### src/hdl/qlex_pkg.sv
// Shared types and constants for the query lexer.
// Holds the item structs, the result codes and the keyword table.
// Depends on nothing.
package qlex_pkg;

  typedef enum logic [2:0] {
    KindWord    = 3'd0,
    KindInt     = 3'd1,
    KindSpecial = 3'd2,
    KindEof     = 3'd3,
    KindError   = 3'd4
  } kind_e;

  typedef enum logic [1:0] {
    ErrNone      = 2'd0,
    ErrIntAlpha  = 2'd1,
    ErrLeadZero  = 2'd2
  } err_e;

  typedef struct packed {
    logic [7:0] in_char;
    logic       end_of_input;
  } in_t;

  typedef struct packed {
    logic [7:0] out_char;
    kind_e      token_kind;
    logic       token_first;
    logic       token_last;
    err_e       error_code;
    logic       run_last;
  } out_t;

  // One record holds one or two results; two marks the second as used.
  typedef struct packed {
    logic two;
    out_t r0;
    out_t r1;
  } rec_t;

  typedef struct packed {
    logic full;
    logic empty;
  } fifo_stat_t;

  localparam int unsigned FifoDepth = 4;
  localparam int unsigned FifoAw    = $clog2(FifoDepth);

  localparam int unsigned KwCount = 5;
  localparam int unsigned KwStmt  = 4;

  localparam logic [7:0] KwText [KwCount][8] = '{
    '{"F", "o", "l", "l", "o", "w", "s", 8'h00},
    '{"P", "a", "r", "e", "n", "t", 8'h00, 8'h00},
    '{"C", "a", "l", "l", "s", 8'h00, 8'h00, 8'h00},
    '{"N", "e", "x", "t", 8'h00, 8'h00, 8'h00, 8'h00},
    '{"s", "t", "m", "t", 8'h00, 8'h00, 8'h00, 8'h00}
  };

  localparam logic [3:0] KwLen [KwCount] = '{4'd7, 4'd6, 4'd5, 4'd4, 4'd4};

  localparam logic [7:0] CharStar  = 8'h2A;
  localparam logic [7:0] CharHash  = 8'h23;
  localparam logic [7:0] CharZero  = 8'h30;
  localparam logic [7:0] CharBar   = 8'h7C;
  localparam logic [7:0] CharAmp   = 8'h26;
  localparam logic [7:0] CharEq    = 8'h3D;
  localparam logic [7:0] CharBang  = 8'h21;
  localparam logic [7:0] CharGt    = 8'h3E;
  localparam logic [7:0] CharLt    = 8'h3C;
  localparam logic [7:0] CharSpace = 8'h20;

  function automatic logic is_alpha(input logic [7:0] c);
    return (c >= 8'h41 && c <= 8'h5A) || (c >= 8'h61 && c <= 8'h7A);
  endfunction

  function automatic logic is_digit(input logic [7:0] c);
    return c >= CharZero && c <= 8'h39;
  endfunction

  function automatic logic is_space(input logic [7:0] c);
    return c == CharSpace || (c >= 8'h09 && c <= 8'h0D);
  endfunction

  function automatic logic is_joinable(input logic [7:0] c);
    return c == CharAmp || c == CharBar || c == CharBang || c == CharEq ||
           c == CharGt || c == CharLt;
  endfunction

endpackage

### src/hdl/query_lexer_char_stream.sv
// Top level of the query lexer: front end, record queue and back end.
// Depends on qlex_pkg, qlex_front, qlex_fifo and qlex_back.
//
//   Channel   Handshake          Payload
//   input     push / full        in_item_i  (in_char, end_of_input)
//   result    empty / pop        out_item_o (out_char, token_kind, token_first,
//                                            token_last, error_code, run_last)
//
// One character is accepted per cycle while the queue has room.
// Each item gives none, one or two results; the back end delivers one per cycle while
// the output is not held, so the two results of an item leave the output in turn.
// A result passes from the head of the queue into the registered output.
// Reset returns the lexer to idle and empties the queue and output register.
// Either side may stall; the four-entry queue absorbs the difference.
module query_lexer_char_stream (
  input  logic           clk_i,
  input  logic           rst_ni,
  input  logic           push,
  output logic           full,
  input  qlex_pkg::in_t  in_item_i,
  output logic           empty,
  input  logic           pop,
  output qlex_pkg::out_t out_item_o
);

  qlex_pkg::rec_t       rec, head;
  qlex_pkg::fifo_stat_t stat;
  logic                 rec_push, rec_pop;

  assign full = stat.full;

  qlex_front u_front (
    .clk_i      (clk_i),
    .rst_ni     (rst_ni),
    .accept_i   (push && !stat.full),
    .in_item_i  (in_item_i),
    .rec_push_o (rec_push),
    .rec_o      (rec)
  );

  qlex_fifo u_fifo (
    .clk_i  (clk_i),
    .rst_ni (rst_ni),
    .push_i (rec_push),
    .rec_i  (rec),
    .pop_i  (rec_pop),
    .head_o (head),
    .stat_o (stat)
  );

  qlex_back u_back (
    .clk_i      (clk_i),
    .rst_ni     (rst_ni),
    .head_i     (head),
    .stat_i     (stat),
    .rec_pop_o  (rec_pop),
    .pop_i      (pop),
    .empty_o    (empty),
    .out_item_o (out_item_o)
  );

endmodule

### src/hdl/qlex_front.sv
// Front end of the query lexer: takes characters and classifies them.
// Holds the lexer state and builds one queue record for each item that gives results.
// Depends on qlex_pkg.
module qlex_front (
  input  logic             clk_i,
  input  logic             rst_ni,
  input  logic             accept_i,
  input  qlex_pkg::in_t    in_item_i,
  output logic             rec_push_o,
  output qlex_pkg::rec_t   rec_o
);

  typedef enum logic [2:0] {
    ModeIdle  = 3'd0,
    ModeWord  = 3'd1,
    ModeNum   = 3'd2,
    ModeSpec  = 3'd3,
    ModeDrain = 3'd4
  } mode_e;

  typedef struct packed {
    logic [7:0] chr;
    logic       valid;
    logic       first;
    logic       forced;
    mode_e      mode;
    logic [4:0] cand;
    logic [3:0] pos;
    logic       lz;
  } st_t;

  st_t st_q, st_d;

  function automatic st_t clear_st();
    st_t s;
    s       = '0;
    s.mode  = ModeIdle;
    s.cand  = '1;
    return s;
  endfunction

  function automatic st_t track(input st_t s_in, input logic [7:0] c);
    st_t s;
    s = s_in;
    for (int k = 0; k < qlex_pkg::KwCount; k++) begin
      if (!(s_in.pos < qlex_pkg::KwLen[k] && qlex_pkg::KwText[k][s_in.pos[2:0]] == c)) begin
        s.cand[k] = 1'b0;
      end
    end
    if (s_in.pos != 4'hF) begin
      s.pos = s_in.pos + 4'd1;
    end
    return s;
  endfunction

  function automatic st_t start_tok(input logic [7:0] c);
    st_t s;
    s = clear_st();
    if (!qlex_pkg::is_space(c)) begin
      s.chr   = c;
      s.valid = 1'b1;
      s.first = 1'b1;
      if (qlex_pkg::is_alpha(c)) begin
        s.mode = ModeWord;
        s      = track(s, c);
      end else if (qlex_pkg::is_digit(c)) begin
        s.mode = ModeNum;
        s.lz   = (c == qlex_pkg::CharZero);
        s.pos  = 4'd1;
      end else begin
        s.mode   = ModeSpec;
        s.forced = !qlex_pkg::is_joinable(c);
      end
    end
    return s;
  endfunction

  function automatic st_t hold_next(input st_t s_in, input logic [7:0] c, input logic f);
    st_t s;
    s        = s_in;
    s.chr    = c;
    s.first  = 1'b0;
    s.forced = f;
    return s;
  endfunction

  function automatic qlex_pkg::out_t mk(input logic [7:0] ch, input qlex_pkg::kind_e kind,
                                        input logic fst, input logic lst,
                                        input qlex_pkg::err_e err);
    qlex_pkg::out_t r;
    r.out_char    = ch;
    r.token_kind  = kind;
    r.token_first = fst;
    r.token_last  = lst;
    r.error_code  = err;
    r.run_last    = 1'b0;
    return r;
  endfunction

  qlex_pkg::kind_e held_kind;
  logic            lz_bad;
  logic            kw_star;
  logic            kw_hash;
  logic            join_ok;
  logic [1:0]      n;
  qlex_pkg::out_t  r0, r1;
  logic [7:0]      c;
  st_t             drain_st;

  always_comb begin
    case (st_q.mode)
      ModeWord: held_kind = qlex_pkg::KindWord;
      ModeNum:  held_kind = qlex_pkg::KindInt;
      default:  held_kind = qlex_pkg::KindSpecial;
    endcase
  end

  always_comb begin
    c       = in_item_i.in_char;
    lz_bad  = st_q.lz && st_q.pos > 4'd1;
    kw_star = 1'b0;
    for (int k = 0; k < qlex_pkg::KwStmt; k++) begin
      kw_star = kw_star || (st_q.cand[k] && st_q.pos == qlex_pkg::KwLen[k]);
    end
    kw_hash = st_q.cand[qlex_pkg::KwStmt] &&
              st_q.pos == qlex_pkg::KwLen[qlex_pkg::KwStmt];
    join_ok = (st_q.chr == qlex_pkg::CharBar && c == qlex_pkg::CharBar) ||
              (st_q.chr == qlex_pkg::CharAmp && c == qlex_pkg::CharAmp) ||
              ((st_q.chr == qlex_pkg::CharBang || st_q.chr == qlex_pkg::CharEq ||
                st_q.chr == qlex_pkg::CharGt || st_q.chr == qlex_pkg::CharLt) &&
               c == qlex_pkg::CharEq);
    drain_st      = clear_st();
    drain_st.mode = ModeDrain;
    st_d = st_q;
    n    = 2'd0;
    r0   = mk(8'h00, qlex_pkg::KindEof, 1'b1, 1'b1, qlex_pkg::ErrNone);
    r1   = r0;
    if (in_item_i.end_of_input) begin
      if (st_q.mode != ModeDrain && st_q.valid) begin
        if (st_q.mode == ModeNum && lz_bad) begin
          r0 = mk(8'h00, qlex_pkg::KindError, 1'b1, 1'b1, qlex_pkg::ErrLeadZero);
        end else begin
          r0 = mk(st_q.chr, held_kind, st_q.first, 1'b1, qlex_pkg::ErrNone);
        end
        n = 2'd2;
      end else begin
        n = 2'd1;
      end
      st_d = clear_st();
    end else if (st_q.mode == ModeDrain) begin
      n = 2'd0;
    end else if (!st_q.valid || st_q.mode == ModeIdle) begin
      st_d = start_tok(c);
    end else if (st_q.forced) begin
      n    = 2'd1;
      r0   = mk(st_q.chr, held_kind, st_q.first, 1'b1, qlex_pkg::ErrNone);
      st_d = start_tok(c);
    end else if (st_q.mode == ModeWord) begin
      n = 2'd1;
      if (qlex_pkg::is_alpha(c) || qlex_pkg::is_digit(c)) begin
        r0   = mk(st_q.chr, held_kind, st_q.first, 1'b0, qlex_pkg::ErrNone);
        st_d = hold_next(track(st_q, c), c, 1'b0);
      end else if ((c == qlex_pkg::CharStar && kw_star) ||
                   (c == qlex_pkg::CharHash && kw_hash)) begin
        r0   = mk(st_q.chr, held_kind, st_q.first, 1'b0, qlex_pkg::ErrNone);
        st_d = hold_next(st_q, c, 1'b1);
      end else begin
        r0   = mk(st_q.chr, held_kind, st_q.first, 1'b1, qlex_pkg::ErrNone);
        st_d = start_tok(c);
      end
    end else if (st_q.mode == ModeNum) begin
      n = 2'd1;
      if (qlex_pkg::is_digit(c)) begin
        r0   = mk(st_q.chr, held_kind, st_q.first, 1'b0, qlex_pkg::ErrNone);
        st_d = hold_next(st_q, c, 1'b0);
        if (st_q.pos != 4'hF) begin
          st_d.pos = st_q.pos + 4'd1;
        end
      end else if (qlex_pkg::is_alpha(c)) begin
        r0   = mk(8'h00, qlex_pkg::KindError, 1'b1, 1'b1, qlex_pkg::ErrIntAlpha);
        st_d = drain_st;
      end else if (lz_bad) begin
        r0   = mk(8'h00, qlex_pkg::KindError, 1'b1, 1'b1, qlex_pkg::ErrLeadZero);
        st_d = drain_st;
      end else begin
        r0   = mk(st_q.chr, held_kind, st_q.first, 1'b1, qlex_pkg::ErrNone);
        st_d = start_tok(c);
      end
    end else begin
      n = 2'd1;
      if (join_ok) begin
        r0   = mk(st_q.chr, held_kind, st_q.first, 1'b0, qlex_pkg::ErrNone);
        st_d = hold_next(st_q, c, 1'b1);
      end else begin
        r0   = mk(st_q.chr, held_kind, st_q.first, 1'b1, qlex_pkg::ErrNone);
        st_d = start_tok(c);
      end
    end
    if (n == 2'd2) begin
      r1.run_last = 1'b1;
    end else begin
      r0.run_last = 1'b1;
    end
  end

  assign rec_push_o = accept_i && (n != 2'd0);
  assign rec_o      = '{two: (n == 2'd2), r0: r0, r1: r1};

  always_ff @(posedge clk_i or negedge rst_ni) begin
    if (!rst_ni) begin
      st_q <= clear_st();
    end else if (accept_i) begin
      st_q <= st_d;
    end
  end

endmodule

### src/hdl/qlex_fifo.sv
// Short record queue between the front and back ends of the query lexer.
// Holds up to FifoDepth records of one or two results each.
// Depends on qlex_pkg.
module qlex_fifo (
  input  logic                 clk_i,
  input  logic                 rst_ni,
  input  logic                 push_i,
  input  qlex_pkg::rec_t       rec_i,
  input  logic                 pop_i,
  output qlex_pkg::rec_t       head_o,
  output qlex_pkg::fifo_stat_t stat_o
);

  qlex_pkg::rec_t                 mem_q [qlex_pkg::FifoDepth];
  logic [qlex_pkg::FifoAw-1:0]    wptr_q, rptr_q;
  logic [qlex_pkg::FifoAw:0]      cnt_q;
  logic                           do_push, do_pop;

  assign stat_o.full  = (cnt_q == (qlex_pkg::FifoAw + 1)'(qlex_pkg::FifoDepth));
  assign stat_o.empty = (cnt_q == '0);
  assign do_push      = push_i && !stat_o.full;
  assign do_pop       = pop_i && !stat_o.empty;
  assign head_o       = mem_q[rptr_q];

  always_ff @(posedge clk_i) begin
    if (do_push) begin
      mem_q[wptr_q] <= rec_i;
    end
  end

  always_ff @(posedge clk_i or negedge rst_ni) begin
    if (!rst_ni) begin
      wptr_q <= '0;
      rptr_q <= '0;
      cnt_q  <= '0;
    end else begin
      if (do_push) begin
        wptr_q <= wptr_q + 1'b1;
      end
      if (do_pop) begin
        rptr_q <= rptr_q + 1'b1;
      end
      if (do_push && !do_pop) begin
        cnt_q <= cnt_q + 1'b1;
      end else if (do_pop && !do_push) begin
        cnt_q <= cnt_q - 1'b1;
      end
    end
  end

  assert property (@(posedge clk_i) disable iff (!rst_ni)
    cnt_q <= (qlex_pkg::FifoAw + 1)'(qlex_pkg::FifoDepth))
    else $error("Queue count exceeds its depth.");

  assert property (@(posedge clk_i) disable iff (!rst_ni) !(push_i && stat_o.full))
    else $error("Record pushed into a full queue.");

  assert property (@(posedge clk_i) disable iff (!rst_ni) !(pop_i && stat_o.empty))
    else $error("Record popped from an empty queue.");

endmodule

### src/hdl/qlex_back.sv
// Back end of the query lexer: unpacks queue records into single results.
// Holds the output register and the selector for the second result.
// Depends on qlex_pkg.
module qlex_back (
  input  logic                 clk_i,
  input  logic                 rst_ni,
  input  qlex_pkg::rec_t       head_i,
  input  qlex_pkg::fifo_stat_t stat_i,
  output logic                 rec_pop_o,
  input  logic                 pop_i,
  output logic                 empty_o,
  output qlex_pkg::out_t       out_item_o
);

  logic           out_valid_q, out_valid_d;
  logic           sel_q, sel_d;
  logic           load;
  qlex_pkg::out_t out_q;

  assign load  = !out_valid_q || pop_i;
  assign empty_o = !out_valid_q;
  assign out_item_o = out_q;

  always_comb begin
    rec_pop_o   = 1'b0;
    sel_d       = sel_q;
    out_valid_d = out_valid_q;
    if (load) begin
      out_valid_d = !stat_i.empty;
      if (!stat_i.empty) begin
        if (!sel_q && head_i.two) begin
          sel_d = 1'b1;
        end else begin
          rec_pop_o = 1'b1;
          sel_d     = 1'b0;
        end
      end
    end
  end

  always_ff @(posedge clk_i) begin
    if (load && !stat_i.empty) begin
      out_q <= sel_q ? head_i.r1 : head_i.r0;
    end
  end

  always_ff @(posedge clk_i or negedge rst_ni) begin
    if (!rst_ni) begin
      out_valid_q <= 1'b0;
      sel_q       <= 1'b0;
    end else begin
      out_valid_q <= out_valid_d;
      sel_q       <= sel_d;
    end
  end

  assert property (@(posedge clk_i) disable iff (!rst_ni)
    sel_q |-> (!stat_i.empty && head_i.two))
    else $error("Second result selected without a two-result record.");

  assert property (@(posedge clk_i) disable iff (!rst_ni)
    rec_pop_o |=> out_valid_q)
    else $error("Record retired without a result loaded.");

endmodule
### config.mk
export PLATFORM = sky130hd
export DESIGN_NAME = query_lexer_char_stream
export DESIGN_NICKNAME = d
export VERILOG_FILES = /design/src/hdl/qlex_pkg.sv /design/src/hdl/query_lexer_char_stream.sv /design/src/hdl/qlex_front.sv /design/src/hdl/qlex_fifo.sv /design/src/hdl/qlex_back.sv
export SDC_FILE = /design/constraint.sdc
export NUM_CORES = 1
export LEC_CHECK = 0
export BUFFER_PORTS_ARGS = -buffer_cell sky130_fd_sc_hd__buf_2
export CELL_PAD_IN_SITES_DETAIL_PLACEMENT = 0
export CELL_PAD_IN_SITES_GLOBAL_PLACEMENT = 2
export CORE_MARGIN = 10
export CORE_UTILIZATION = 43
export CTS_CLUSTER_DIAMETER = 100
export DETAILED_ROUTE_END_ITERATION = 8
export GPL_ROUTABILITY_DRIVEN = 0
export PLACE_DENSITY = 0.84
export SYNTH_ARGS = -nofsm -noshare
export SYNTH_HDL_FRONTEND = slang
export SYNTH_SLANG_ARGS = --single-unit
### constraint.sdc
create_clock -name clk_i -period 3.4 [get_ports clk_i]
set_input_delay 0.17 -clock clk_i [delete_from_list [all_inputs] [get_ports clk_i]]
set_output_delay 0.17 -clock clk_i [all_outputs]
set_load 0.02 [all_outputs]
; Word level (Yosys, flattened, before mapping)
; Memories as Yosys holds them, arrays and structs flattened.
; Cells that the tools add are included.
[totals]
ramBits = 72
register_bits = 49
mem_count = 6
romBits = 320
output_inout_bits = 18
inputBits = 13
elab_cells = 239
[op_classes]
n_bitwise = 2
add_sub_neg = 5
n_lt_le_gt_ge = 14
eq_ne = 48
muxes = 71
reduce_logical = 70
[memory_table]
columns = memory, words, word_bits, rd, rd_ports_with_merged_regs, wr, line
row1 = u_fifo.mem_q, 4, 18, 1, 0, 1, qlex_fifo.sv:14  ; qlex_pkg::rec_t mem_q [qlex_pkg::FifoDepth];
row2 = (no name shown), 8, 8, 1, 0, 0, qlex_front.sv:46  ; if (!(s_in.pos < qlex_pkg::KwLen[k] && qlex_pkg::KwText[k][s_in.pos[2:0]] == c)) begin
row3 = (no name shown), 8, 8, 1, 0, 0, qlex_front.sv:46
row4 = (no name shown), 8, 8, 1, 0, 0, qlex_front.sv:46
row5 = (no name shown), 8, 8, 1, 0, 0, qlex_front.sv:46
row6 = (no name shown), 8, 8, 1, 0, 0, qlex_front.sv:46
[op_table]
columns = cell, count
row1 = $mux 24, 14
row2 = $mux 16, 12
row3 = $eq 8x6->1 const B, 14
row4 = $mux 8, 10
row5 = $ne 6x4->1 const B, 7
row6 = $eq 7x8->1 const A, 5
row7 = $eq 8x8->1, 5
row8 = $reduce_and 6->1, 6
row9 = $logic_and 1x1->1, 30
row10 = $mux 1, 22
row11 = $mux 4, 5
row12 = $logic_or 1x1->1, 19
row13 = $eq 4x3->1 const B, 4
row14 = $eq 8x7->1 const B, 2
row15 = $ge 8x7->1 const B, 2
row16 = $le 8x7->1 const B, 2
row17 = $lt 4x3->1 const B, 4
row18 = $ne 5x3->1 const B, 2
row19 = $ge 8x4->1 const B, 1
row20 = $ge 8x6->1 const B, 1
row21 = $le 8x4->1 const B, 1
row22 = $le 8x6->1 const B, 1
row23 = $logic_not 1->1, 8
row24 = $mux 2, 4
row25 = other kinds (23), 29

; Logic depth before layout (Yosys ltp)
; Gate-level depths: netlist of the first run.
[logic_depth]
ltp_word = 17
ltp_mapped = 11
mapped_depth_nobuf = 10

; By module
; A second synthesis of the first run with hierarchy kept.
[hier_totals]
hier_cells = 632
area_unflattened_um2 = 8894.8
[modules_own_cells]
columns = module, area_per_inst_um2, n_inst, seq_area_each_um2, cells_per_inst
row1 = qlex_fifo, 5205.0, 1, 4139.0, 210
row2 = qlex_front, 2855.2, 1, 606.8, 378
row3 = qlex_back, 820.8, 1, 530.5, 43
row4 = query_lexer_char_stream, 13.8, 1, 0.0, 1

; Worst setup path before layout of the first run
; OpenSTA, ideal clock, no wires.
[synth_timing]
path_kind = register to register
from = register u_fifo.cnt_q[0] in the netlist's numbering
to = register u_fifo.cnt_q[1] in the netlist's numbering
period_less_slack_ps = 2912
setup_slack_ps = 488
stages_incl_launch_ff = 9
n_path_buf = 0
setup_ps = 125
required_time_ps = 3275
arrival_ps = 2788
path_cell_list = dfrtp_1 nor3_1 a21oi_1 a21boi_0 inv_1 ha_1 inv_1 fa_1 mux2_2
[synth_between]
elab_chain_cells = 8
elab_cells_between_ends = 19
cone_classes = 2 x add/sub / 1 x eq/ne / 4 x mux / 12 x reduce/logical
[synth_rtl]
columns = item, line
row1 = from (decl), qlex_fifo.sv:16  ; logic [qlex_pkg::FifoAw:0] cnt_q;
row2 = from (signal assigned), qlex_fifo.sv:44  ; cnt_q <= cnt_q + 1'b1;
row3 = from (signal assigned), qlex_fifo.sv:46  ; cnt_q <= cnt_q - 1'b1;
row4 = $eq 3x3->1, qlex_fifo.sv:19  ; assign stat_o.full = (cnt_q == (qlex_pkg::FifoAw + 1)'(qlex_pkg::FifoDepth));
row5 = $logic_not 1->1, "query_lexer_char_stream.sv:35, qlex_fifo.sv:21"
row6 = $logic_and 1x1->1, query_lexer_char_stream.sv:35  ; .accept_i (push && !stat.full),
row7 = $logic_and 1x1->1, qlex_front.sv:206  ; assign rec_push_o = accept_i && (n != 2'd0);
row8 = $logic_and 1x1->1, qlex_fifo.sv:21  ; assign do_push = push_i && !stat_o.full;
row9 = $logic_not 1->1, qlex_fifo.sv:45  ; end else if (do_pop && !do_push) begin
row10 = $logic_and 1x1->1, qlex_fifo.sv:45
row11 = $reduce_bool 2->1 (no line), n/a
; Parallel ways exist; a longest one is shown, timed or not. The select of a mux whose other input is x is not followed.
; A chain may end at the register's enable or synchronous reset.

; Final worst setup path of the first run
[layout_timing]
from = register u_front.st_q[1] in the netlist's numbering
to = register u_front.st_q[0] in the netlist's numbering
[layout_between]
elab_chain_cells = 11
elab_cells_between_ends = 28
cone_classes = 1 x order compare / 5 x eq/ne / 9 x mux / 13 x reduce/logical
[layout_rtl]
columns = item, line
row1 = from (decl), qlex_front.sv:32  ; st_t st_q, st_d;
row2 = from (signal assigned), qlex_front.sv:211  ; st_q <= clear_st();
row3 = from (signal assigned), qlex_front.sv:213  ; st_q <= st_d;
row4 = $gt 4x1->1, qlex_front.sv:120  ; lz_bad = st_q.lz && st_q.pos > 4'd1;
row5 = $logic_and 1x1->1, qlex_front.sv:120
row6 = $mux 24, qlex_front.sv:182  ; end else if (lz_bad) begin
row7 = $mux 24, qlex_front.sv:179  ; end else if (qlex_pkg::is_alpha(c)) begin
row8 = $mux 24, qlex_front.sv:173  ; if (qlex_pkg::is_digit(c)) begin
row9 = $mux 24, qlex_front.sv:171  ; end else if (st_q.mode == ModeNum) begin
row10 = $mux 24, qlex_front.sv:158  ; end else if (st_q.mode == ModeWord) begin
row11 = $mux 24, qlex_front.sv:154  ; end else if (st_q.forced) begin
row12 = $mux 24, qlex_front.sv:152  ; end else if (!st_q.valid || st_q.mode == ModeIdle) begin
row13 = $mux 24, qlex_front.sv:150  ; end else if (st_q.mode == ModeDrain) begin
row14 = $mux 24, qlex_front.sv:138  ; if (in_item_i.end_of_input) begin
; Parallel ways exist; a longest one is shown, timed or not. The select of a mux whose other input is x is not followed.

==> results by group, run 1 <==
Floorplanning
  • Die width: roughly 140 um
  • Die Footprint: just over 0.02 mm^2
  • DIE HEIGHT: about 140 um
  • Initial core utilization: 44.2%
  • Placeable Area: 0.0146 mm^2
  • Ports: 31
  • Rows: 44

Setup path
  • CP endpoint kind: flop
  • Critical path class: reg -> reg
  • Critical-path top delay cell: a311o_2
  • Data required, critical path: approximately 3.7 ns
  • Worst r2r path cells: 9
  • Critical Path Max Stage Delay: 0.47 ns
  • Reg2reg end: u_front.st_q[0]
  • Crit-path cells: inv_1, ha_1, nand2_1, a2111oi_2, o211ai_1, a311o_2, nand2b_1, or2_4, mux2_4
  • WP data arrival: roughly 3.2 ns
  • Crit path max-delay family: compound AO/OA/AOI/OAI gates
  • Worst R2R Start: u_front.st_q[1]
  • CP Buf/Inv Count: 1
  • Reg-to-reg slack, setup: between 0.5 and 0.6 ns
  • Crit path max fanout: 9
  • Crit start category: flop

Status
  • Status: complete, no violations

Placed design
  • Placed inst area: 0.00677 mm^2
  • Dpl cells: roughly 730
  • Hpwl dp: about 11000 um
  • I/O Buffers: 30

Yosys
  • Async S/R FF share, synth: between 20% and 30%
  • Top_reg_cell synth: edfxtp_1
  • Syn avg cell area: approximately 12 um^2
  • Mapped cell area: ~0.0065 mm^2
  • Synth area leader: edfxtp_1
  • Syn Inst Count: 539
  • Yosys top cell area share: ~39%
  • EDFF count, synth: between 80 and 90
  • Net Count, Synth: 565
  • Synth warn: 0
  • Sequential fraction of the synthesis area: around half
  • Netlist cell types: 84
  • Seq cells post-synth: 117
  • Largest cells by area after synthesis: edfxtp_1 (39%), dfrtp_1 (11%), mux4_2 (5.9%), and2_1 (2.6%), ha_1 (2.3%)

Drt
  • Total Wirelength: about 15000 um
  • Via-to-Cell Ratio: 5.85
  • Antenna viol nets, final: 0
  • Drt wl/cell: around 20 um
  • Drt pass-1 iters: 4
  • Residual DRC count: 0
  • Via count: between 4000 and 5000
  • DR iter-0 viols: approximately 280

Min path
  • HP Start: in_item_i[8]
  • End point of the worst hold path: u_front.st_q[23]
  • Hold WC Path Type: in -> reg
  • Hold Crit Depth: 2

Run
  • Max Cap Violations: 0

Layout
  • FILL cells: between 1000 and 1500
  • Fraction of layout cells with a size suffix above 1: about 23%
  • Final Cell Area: approximately 0.0074 mm^2
  • Fin nets: slightly below 600
  • Non-Filler Instances: 765
  • Layout area overhead: 14.3%

STA
  • Relative max-transition margin: a little under half
  • Period minus WS final: roughly 2.9 ns
  • Peak Freq: roughly 350 MHz
  • Measured slew at the worst slew-check pin: 0.817 ns
  • Clock skew: about 0.015 ns
  • Final-report max-slew violation count: 0
  • Fin Setup TNS: 0 ns
  • Final period utilization: between 80 and 90%
  • Hold Slack: ~0.056 ns
  • Final hold violations: 0
  • Unrepaired setup endpoints after global routing: no
  • # setup viols final: 0

GRT
  • Overflow after GRT: 0
  • Vias in the first global route: around 4600
  • Largest net degree at the start of global routing: 34
  • Antenna violations before repair: 1
  • First-pass GRT wire length: 24800 um
  • Overall routing resource usage: 15.5%

Clock tree
  • Clock tree from TritonCTS: done
  • Post-CTS sizing: 0
  • CTS buffer count: 17
  • Max Buffers Root-to-Sink: 2
  • H-Tree Level Count: 4
  • Clock-pin slew on the worst setup and hold paths: 0.06 ns
  • CTS Root Cell: clkbuf_16
  • Skew-Pair Late Insertion Delay: a little over 0.4 ns
  • Clock sinks: 117

Pwr
  • PwrDens: 741 mW/mm^2
  • LEAKAGE: between 2 and 3 nW
  • VDD IR max: 0.315 mV
-- report_power, final --
group          leakage [nW]  internal (mW)  switching, mW
Combinational          1.33          0.659          0.910
Clock                 0.284           1.16          0.669
Sequential             1.22           1.92          0.169
Total                  2.83           3.74           1.75
-- synthesized netlist by cell type (all sizes together) (5+ instances only) --
library cell / count
a211oi: 6
a21o: 7
a21oi: 20
a22o: 10
a31oi: 9
and2: 27
buf: 24
clkbuf: 12
dfrtp: 28
dfstp: 5
edfxtp: 84
ha: 12
inv: 21
mux2: 7
mux4: 17
nand2: 34
nand2b: 9
nand3: 8
nor2: 31
nor3: 8
nor3b: 5
nor4: 8
nor4b: 6
o211ai: 7
o21ai: 24
o22ai: 9
o31ai: 7
or2: 9
or3: 6
xnor2: 5
xor2: 13
-- per-layer routing --
metal  vias to the layer above  wire length (um)  track usage (%)
li1                       2121                 -                -
met1                      2243              6710             19.0
met2                        93              7540             25.9
met3                        21               622             3.55
met4                         0               342             6.51
met5                         -                 0                0
-- state kept, by name (all words and copies together) (netlist names) --
| name | flops |
|---|---|
| u_back.out_valid_q | 1 |
| u_fifo.cnt_q | 3 |
| u_fifo.wptr_q | 2 |
| u_fifo.mem_q | 68 |
| u_front.st_q | 24 |
| u_fifo.rptr_q | 2 |
| u_back.out_item_o | 16 |
| u_back.sel_q | 1 |
-- through the flow --
stage	power (mW)	setup slack, ns	utilization (%)
floorplan	3.26	0.488	-
global placement	3.66	0.655	46.2
detailed placement	3.70	0.571	46.2
CTS	5.53	0.551	50.5
global route	5.78	0.335	50.5
finish	5.48	0.526	50.5
-- cells in the final DEF (no fill, tap or decap), types with 7 or more instances in the layout --
master	count
clkbuf_16	17
nor3_1	7
edfxtp_1	84
nand2b_1	9
nor2_1	31
a22o_1	10
dfrtp_1	28
a31oi_1	9
a21oi_1	17
and2_1	27
buf_4	14
o22ai_1	9
buf_2	30
nand2_1	33
xor2_1	13
mux4_2	17
inv_1	21
o21ai_0	23
ha_1	12
o211ai_1	7
a21o_1	7
o31ai_1	7
nand3_1	8
-- area by class of cell --
cell class | instances | area [um^2] | share of cell area [%]
Antenna cell | 1 | 2.50 | 0.0338
Tap cell | 184 | 230 | 3.11
Clock inverter | 14 | 178 | 2.40
Sequential cell | 117 | 3350 | 45.4
Timing Repair Buffer | 46 | 275 | 3.72
Multi-Input combinational cell | 365 | 2850 | 38.5
Inverter | 21 | 78.8 | 1.07
Clock buffer | 17 | 425 | 5.75
-- worst register-to-register path, stage by stage (launching register included) --
cell and delay (ns):
dfrtp_1 0.38, inv_1 0.20, ha_1 0.39, nand2_1 0.16
a2111oi_2 0.41, o211ai_1 0.20, a311o_2 0.47, nand2b_1 0.10
or2_4 0.14, mux2_4 0.29
-- timing repair --
| item | 4_1_cts | 5_1_grt |
|---|---|---|
| buffers inserted | 0 | 0 |
| hold buffers | 2 | 0 |
| hold endpoints to repair | 29 | 0 |
-- worst max-delay path by stage --
| stage | from | end | slack (ns) | cells after the start |
|---|---|---|---|---|
| final | u_front.st_q[1] | u_front.st_q[0] | 0.53 | 9 |
| after global routing | u_front.st_q[1] | u_front.st_q[0] | 0.33 | 9 |
| after CTS | u_front.st_q[1] | u_front.st_q[0] | 0.55 | 9 |
| after detailed placement | u_front.st_q[1] | u_front.st_q[0] | 0.57 | 9 |
| after global placement | u_front.st_q[1] | u_front.st_q[0] | 0.65 | 9 |
| after floorplan | u_fifo.cnt_q[0] | u_fifo.cnt_q[1] | 0.49 | 8 |
-- cell families after synthesis --
family | Yosys count | synth area share [%]
AOI/OAI and AO/OA | 134 | 15.2
DFF | 117 | 51.8
muxes | 24 | 7.31
buffers and inverters | 57 | 4.18
xor gates and xnor gates | 18 | 2.44
and+or+nand+nor | 176 | 16.5
adders and majority gates | 13 | 2.63
No activity file was read; power rests on OpenSTA's default activity.
==> run 2, diff against run 1 <==
Clock period 3.4 ns to 2.65 ns, I/O delays scaled along.
==> results by group, run 2 (same netlist as run 1, synthesis figures left out) <==
STA
  • Relative max-transition margin: 40.1% (was 45.6%)
  • Final-report max-slew violation count: 0 (unchanged)
  • Clock skew: 0.0160 ns (was 0.0153 ns)
  • Final hold violations: 0 (unchanged)
  • Peak Freq: 400 MHz (was 348 MHz)
  • Measured slew at the worst slew-check pin: 0.898 ns (was 0.817 ns)
  • # setup viols final: 0 (unchanged)
  • Final period utilization: 94.4% (was 84.5%)
  • Period minus WS final: 2.50 ns (was 2.87 ns)

Pwr
  • Switching power: 2.22 mW (was 1.75 mW)
  • LEAKAGE: 3.01 nW (was 2.83 nW)
  • Sequential share of power: 37.3% (was 38.1%)
  • P_int: 4.99 mW (was 3.74 mW)
  • Switching share of power: 30.7% (was 31.9%)
  • VDD IR max: 0.472 mV (was 0.315 mV)
  • Comb pwr share: 29.4% (was 28.6%)
  • Tot Pwr: 7.20 mW (was 5.48 mW)
  • Clock share of power: 33.3% (about the same)
  • PwrDens: 934 mW/mm^2 (was 741 mW/mm^2)

Drt
  • Via count: 4577 (was 4478)
  • Drt pass-1 iters: 5 (was 4)
  • Antenna viol nets, final: 0 (unchanged)
  • DR iter-0 viols: 310 (was 278)
  • Via-to-Cell Ratio: 5.71 (was 5.85)
  • Residual DRC count: 0 (unchanged)
  • Total Wirelength: 15600 um (was 15200 um)
  • Drt wl/cell: 19.4 um (was 19.9 um)

Setup path
  • Crit path max-delay family: compound AO/OA/AOI/OAI gates (unchanged)
  • CP dominant cell by count: o2111a_1
  • Reg2reg end: u_front.st_q[2] (was u_front.st_q[0])
  • Crit start category: flop (unchanged)
  • Beginning of the critical path: u_front.st_q[1] (unchanged)
  • CP Buf/Inv Count: 0 (was 1)
  • Crit path max fanout: 7 (was 9)
  • Worst r2r path cells: 8 (was 9)
  • Data required, critical path: 2.94 ns (was 3.69 ns)
  • Critical-path top delay cell: dfrtp_1 (was a311o_2)
  • Crit-path cells: ha_1, a22o_1, o2111a_1, o2111a_1, a2111oi_4, nor2_1, o21ai_0, o31ai_1 (was inv_1, ha_1, nand2_1, a2111oi_2, o211ai_1, a311o_2, nand2b_1, or2_4, mux2_4)
  • CP endpoint kind: flop (unchanged)
  • Worst R2R Start: u_front.st_q[1] (unchanged)
  • Reg-to-reg slack, setup: 0.15 ns (was 0.53 ns)
  • Critical Path Max Stage Delay: 0.46 ns (was 0.47 ns)
  • WP data arrival: 2.79 ns (was 3.16 ns)
  • Critical path class: reg -> reg (unchanged)

Layout
  • Fraction of layout cells with a size suffix above 1: 28.4% (was 22.9%)
  • Fin nets: 630 (was 594)
  • Post-Route Utilization: 52.7% (was 50.5%)
  • Diode count: 0 (was 1)
  • Most common cell after layout, fill and taps aside: edfxtp_1 (unchanged)
  • Commonest non-fill, non-tap cells in the layout: edfxtp_1 (84), buf_4 (50), nand2_1 (33), nor2_1 (30), buf_2 (30) (was edfxtp_1 (84), nand2_1 (33), nor2_1 (31), buf_2 (30), dfrtp_1 (28))
  • Reg with most FFs: u_fifo.mem_q (unchanged)
  • Largest register FFs: 68 (unchanged)
  • Layout area overhead: 19.2% (was 14.3%)
  • Final Cell Area: 0.00771 mm^2 (was 0.00739 mm^2)
  • FILL cells: 1278 (was 1268)

Run
  • Max Cap Violations: 0 (unchanged)

GRT
  • Antenna violations before repair: 1 (unchanged)
  • Largest net degree at the start of global routing: 34 (unchanged)
  • Vias in the first global route: 4777 (was 4635)
  • Overflow after GRT: 0 (unchanged)
  • First-pass GRT wire length: 25500 um (was 24800 um)
  • Overall routing resource usage: 15.9% (was 15.5%)

Clock tree
  • Clock tree from TritonCTS: done (unchanged)
  • Skew-Pair Late Insertion Delay: 0.42 ns (was 0.41 ns)
  • H-Tree Level Count: 4 (unchanged)
  • Clock-pin slew on the worst setup and hold paths: 0.06 ns (about the same)
  • CTS buffer count: 17 (unchanged)
  • Max Buffers Root-to-Sink: 2 (unchanged)
  • Clock sinks: 117 (unchanged)
  • CTS Root Cell: clkbuf_16 (unchanged)

Status
  • Status: complete, no violations (unchanged)

Floorplanning
  • Die Footprint: 0.0204 mm^2 (unchanged)
  • Initial core utilization: 44.2% (unchanged)
  • Rows: 44 (unchanged)
  • Placeable Area: 0.0146 mm^2 (unchanged)
  • DIE HEIGHT: 143 um (unchanged)
  • Ports: 31 (unchanged)
  • Die width: 143 um (unchanged)

Placed design
  • Hpwl dp: 11100 um (was 10600 um)
  • I/O Buffers: 30 (unchanged)
  • Placed inst area: 0.00702 mm^2 (was 0.00677 mm^2)

Min path
  • HP Start: in_item_i[8] (unchanged)
  • Hold WC Path Type: in -> reg (unchanged)
  • Hold Crit Depth: 2 (unchanged)
  • End point of the worst hold path: u_front.st_q[23] (unchanged)
## run 2: changes by cell type in the layout (fill, tap and decap cells not counted), moves of 2 or more
cell	delta
clkinv_2	+3
clkinv_4	-4
buf_4	+36
clkbuf_1	+2
## run 2: how the worst max path moves through the flow
stage | to | slack [ns] | cells after the start
floorplan | u_front.st_q[0] | 0.006 | 11
global placement | u_front.st_q[9] | 0.18 | 8
detailed placement | u_front.st_q[9] | 0.11 | 9
CTS | u_front.st_q[9] | 0.09 | 9
global route | u_fifo.mem_q[1][4] | -0.08 | 10
finish | u_front.st_q[2] | 0.15 | 8
## run 2: power by group through the flow
| stage | sequential, mW | clock (mW) | combinational (mW) |
|---|---|---|---|
| 6_report | 2.69 | 2.40 | 2.12 |
| 3_5_place_dp | 2.72 | 0 | 2.12 |
| 2_1_floorplan | 2.77 | 0 | 1.42 |
| 3_3_place_gp | 2.70 | 0 | 2.09 |
| 5_1_grt | 2.73 | 2.53 | 2.34 |
| 4_1_cts | 2.69 | 2.43 | 2.14 |
## run 2: routing by layer
metal	GRT usage [%]	part of all wire, %	wire length, um
met5	0	0	0
met4	5.86	1.4	224
met3	4.11	4.7	735
met2	26.8	50	7860
met1	19.2	43	6750
## run 2: repair_timing
item | CTS | global route
setup endpoints to repair | 0 | 41
setup buffers | 0 | 3
hold buffers | 2 | 0
endpoints found under the hold margin | 29 | 0
gates resized for setup | 0 | 6
## run 2: per-stage QoR
step	worst slack, ns	hold slack, ns	instances	setup TNS, ns
final	0.148	0.0255	801	0
after global routing	-0.0778	0.0332	801	-0.302
after CTS	0.0930	0.0148	798	0
after detailed placement	0.113	0.306	764	0
after global placement	0.176	0.284	764	0
after floorplan	0.00609	-0.163	539	0
## run 2: final cells by class
cell class | count | area (um^2) | share of cell area, %
clock inverter | 12 | 175 | 2.27
multi-input combinational | 365 | 2880 | 37.3
sequential | 117 | 3360 | 43.5
clock buffer | 20 | 447 | 5.79
tap | 184 | 230 | 2.99
timing repair buffer | 82 | 546 | 7.07
inverter | 21 | 78.8 | 1.02
==> run 3, diff against run 2 <==
Settings changed: PLACE_DENSITY 0.84 to default, PLACE_DENSITY_LB_ADDON from default to 0.25.
==> results by group, run 3 (same netlist as run 1, synthesis figures left out) <==
GRT
  • Overflow after GRT: 0 (unchanged)
  • Largest net degree at the start of global routing: 34 (unchanged)
  • Antenna violations before repair: 0 (was 1)
  • First-pass GRT wire length: 25800 um (was 25500 um)
  • Vias in the first global route: 4823 (was 4777)
  • Overall routing resource usage: 16.3% (was 15.9%)

Placed design
  • I/O Buffers: 30 (unchanged)
  • Hpwl dp: 11400 um (was 11100 um)

Setup path
  • WP data arrival: 2.84 ns (was 2.79 ns)
  • Critical path class: reg -> reg (unchanged)
  • Crit start category: flop (unchanged)
  • Crit path max fanout: 6 (was 7)
  • Data required, critical path: 2.99 ns (was 2.94 ns)
  • CP endpoint kind: flop (unchanged)
  • Reg-to-reg slack, setup: 0.15 ns (about the same)

Floorplanning
  • Ports: 31 (unchanged)
  • DIE HEIGHT: 143 um (unchanged)
  • Rows: 44 (unchanged)
  • Die Footprint: 0.0204 mm^2 (unchanged)
  • Placeable Area: 0.0146 mm^2 (unchanged)
  • Initial core utilization: 44.2% (unchanged)
  • Die width: 143 um (unchanged)

Layout
  • FILL cells: 1230 (was 1278)
  • Commonest non-fill, non-tap cells in the layout: edfxtp_1 (84), buf_4 (50), nand2_1 (33), nor2_1 (31), buf_2 (30) (was edfxtp_1 (84), buf_4 (50), nand2_1 (33), nor2_1 (30), buf_2 (30))
  • Fraction of layout cells with a size suffix above 1: 28.5% (was 28.4%)
  • Diode count: 0 (unchanged)
  • Layout area overhead: 20.0% (was 19.2%)
  • Most common cell after layout, fill and taps aside: edfxtp_1 (unchanged)
  • Fin nets: 630 (unchanged)
  • Largest register FFs: 68 (unchanged)
  • Reg with most FFs: u_fifo.mem_q (unchanged)

Drt
  • Antenna viol nets, final: 0 (unchanged)
  • Met2 wire length: 7970 um (was 7860 um)
  • Drt pass-1 iters: 5 (unchanged)
  • Via count: 4690 (was 4577)
  • Met1 WL: 7060 um (was 6750 um)
  • Total Wirelength: 16100 um (was 15600 um)
  • Residual DRC count: 0 (unchanged)
  • Uppermost layer routed: met4 (unchanged)
  • Drt wl/cell: 20.0 um (was 19.4 um)
  • Met3 WL: 693 um (was 735 um)
  • DR iter-0 viols: 270 (was 310)
  • Via-to-Cell Ratio: 5.86 (was 5.71)

STA
  • Fin Setup TNS: 0 ns (unchanged)
  • Final hold violations: 0 (unchanged)
  • Relative max-transition margin: 41.8% (was 40.1%)
  • Period minus WS final: 2.50 ns (about the same)
  • Clock skew: 0.00638 ns (was 0.0160 ns)
  • Measured slew at the worst slew-check pin: 0.873 ns (was 0.898 ns)
  • Final period utilization: 94.3% (was 94.4%)
  • Final-report max-slew violation count: 0 (unchanged)
  • # setup viols final: 0 (unchanged)
  • Unrepaired setup endpoints after global routing: no
  • Peak Freq: 400 MHz (about the same)

Clock tree
  • Skew-Pair Late Insertion Delay: 0.42 ns (about the same)
  • Clock tree from TritonCTS: done (unchanged)
  • Max Buffers Root-to-Sink: 2 (unchanged)
  • CTS Root Cell: clkbuf_16 (unchanged)
  • Clock sinks: 117 (unchanged)
  • Clock-pin slew on the worst setup and hold paths: 0.06 ns (about the same)
  • CTS buffer count: 17 (unchanged)
  • H-Tree Level Count: 4 (unchanged)

Pwr
  • LEAKAGE: 3.05 nW (was 3.01 nW)
  • Tot Pwr: 7.41 mW (was 7.20 mW)
  • VDD IR max: 0.446 mV (was 0.472 mV)
  • PwrDens: 954 mW/mm^2 (was 934 mW/mm^2)

Status
  • Status: complete, no violations (unchanged)

Min path
  • Hold WC Path Type: in -> reg (unchanged)

Run
  • Max Cap Violations: 0 (unchanged)
## run 3: cell types whose count changed in the layout (fill, tap and decap cells not counted), sizes merged
cell      before  now
clkinvlp       3    1
bufinv         4    6
## run 3: final timing paths
path	startpoint	to	cells after the start
max in group asynchronous	rst_ni	u_front.st_q[1]	2
min in group asynchronous	rst_ni	u_fifo.rptr_q[0]	2
hold reg to reg	u_fifo.cnt_q[2]	u_fifo.cnt_q[2]	1
setup / recovery	u_front.st_q[1]	u_front.st_q[9]	8
hold / removal	in_item_i[8]	u_front.st_q[23]	2
setup reg to reg	u_front.st_q[1]	u_front.st_q[9]	8
## run 3: layout make-up
type / instances / area [um^2] / share of cell area [%]
clock buffers: 20 / 447 / 5.75
clock inverters: 12 / 224 / 2.88
inverters: 21 / 78.8 / 1.01
multi-input cells: 365 / 2890 / 37.2
flip-flops and latches: 117 / 3360 / 43.2
well taps: 184 / 230 / 2.96
repair buffers: 82 / 546 / 7.02
## run 3: critical path, cell delays in order, from the launching register on
cell      delay (ns)
dfrtp_2         0.45
ha_1            0.23
a22o_1          0.26
o2111a_1        0.27
o2111a_1        0.30
nor3b_2         0.19
a21o_1          0.21
a21boi_2        0.20
mux2_4          0.31
## run 3: repair_timing
action,in CTS,in global routing
endpoints found under the hold margin,29,0
endpoints found under the setup margin,0,48
gates resized for setup,0,9
setup buffers,0,1
hold buffers,2,0
## run 3: per-stage QoR
stage               hold slack, ns  instances  setup slack, ns  cell area [um^2]  util [%]
finish                      0.0173        801            0.151              7770      53.0
global route                0.0152        801           0.0193              7770      53.0
CTS                        0.00150        800           0.0818              7720      52.7
floorplan                   -0.163        539          0.00609              6480         -
global placement             0.300        766            0.181              7030      48.0
detailed placement           0.310        766           0.0939              7030      48.0
## run 3: per-layer routing
layer	vias up	GRT usage, %
met5	-	0
met4	0	6.51
met3	26	3.71
met2	112	27.4
met1	2357	19.9
li1	2195	-
## run 3: power breakdown
group	total [mW]	switching [mW]	internal, mW
clock	2.61	0.819	1.79
combinational	2.12	1.19	0.933
sequential	2.68	0.216	2.47
total	7.41	2.22	5.19
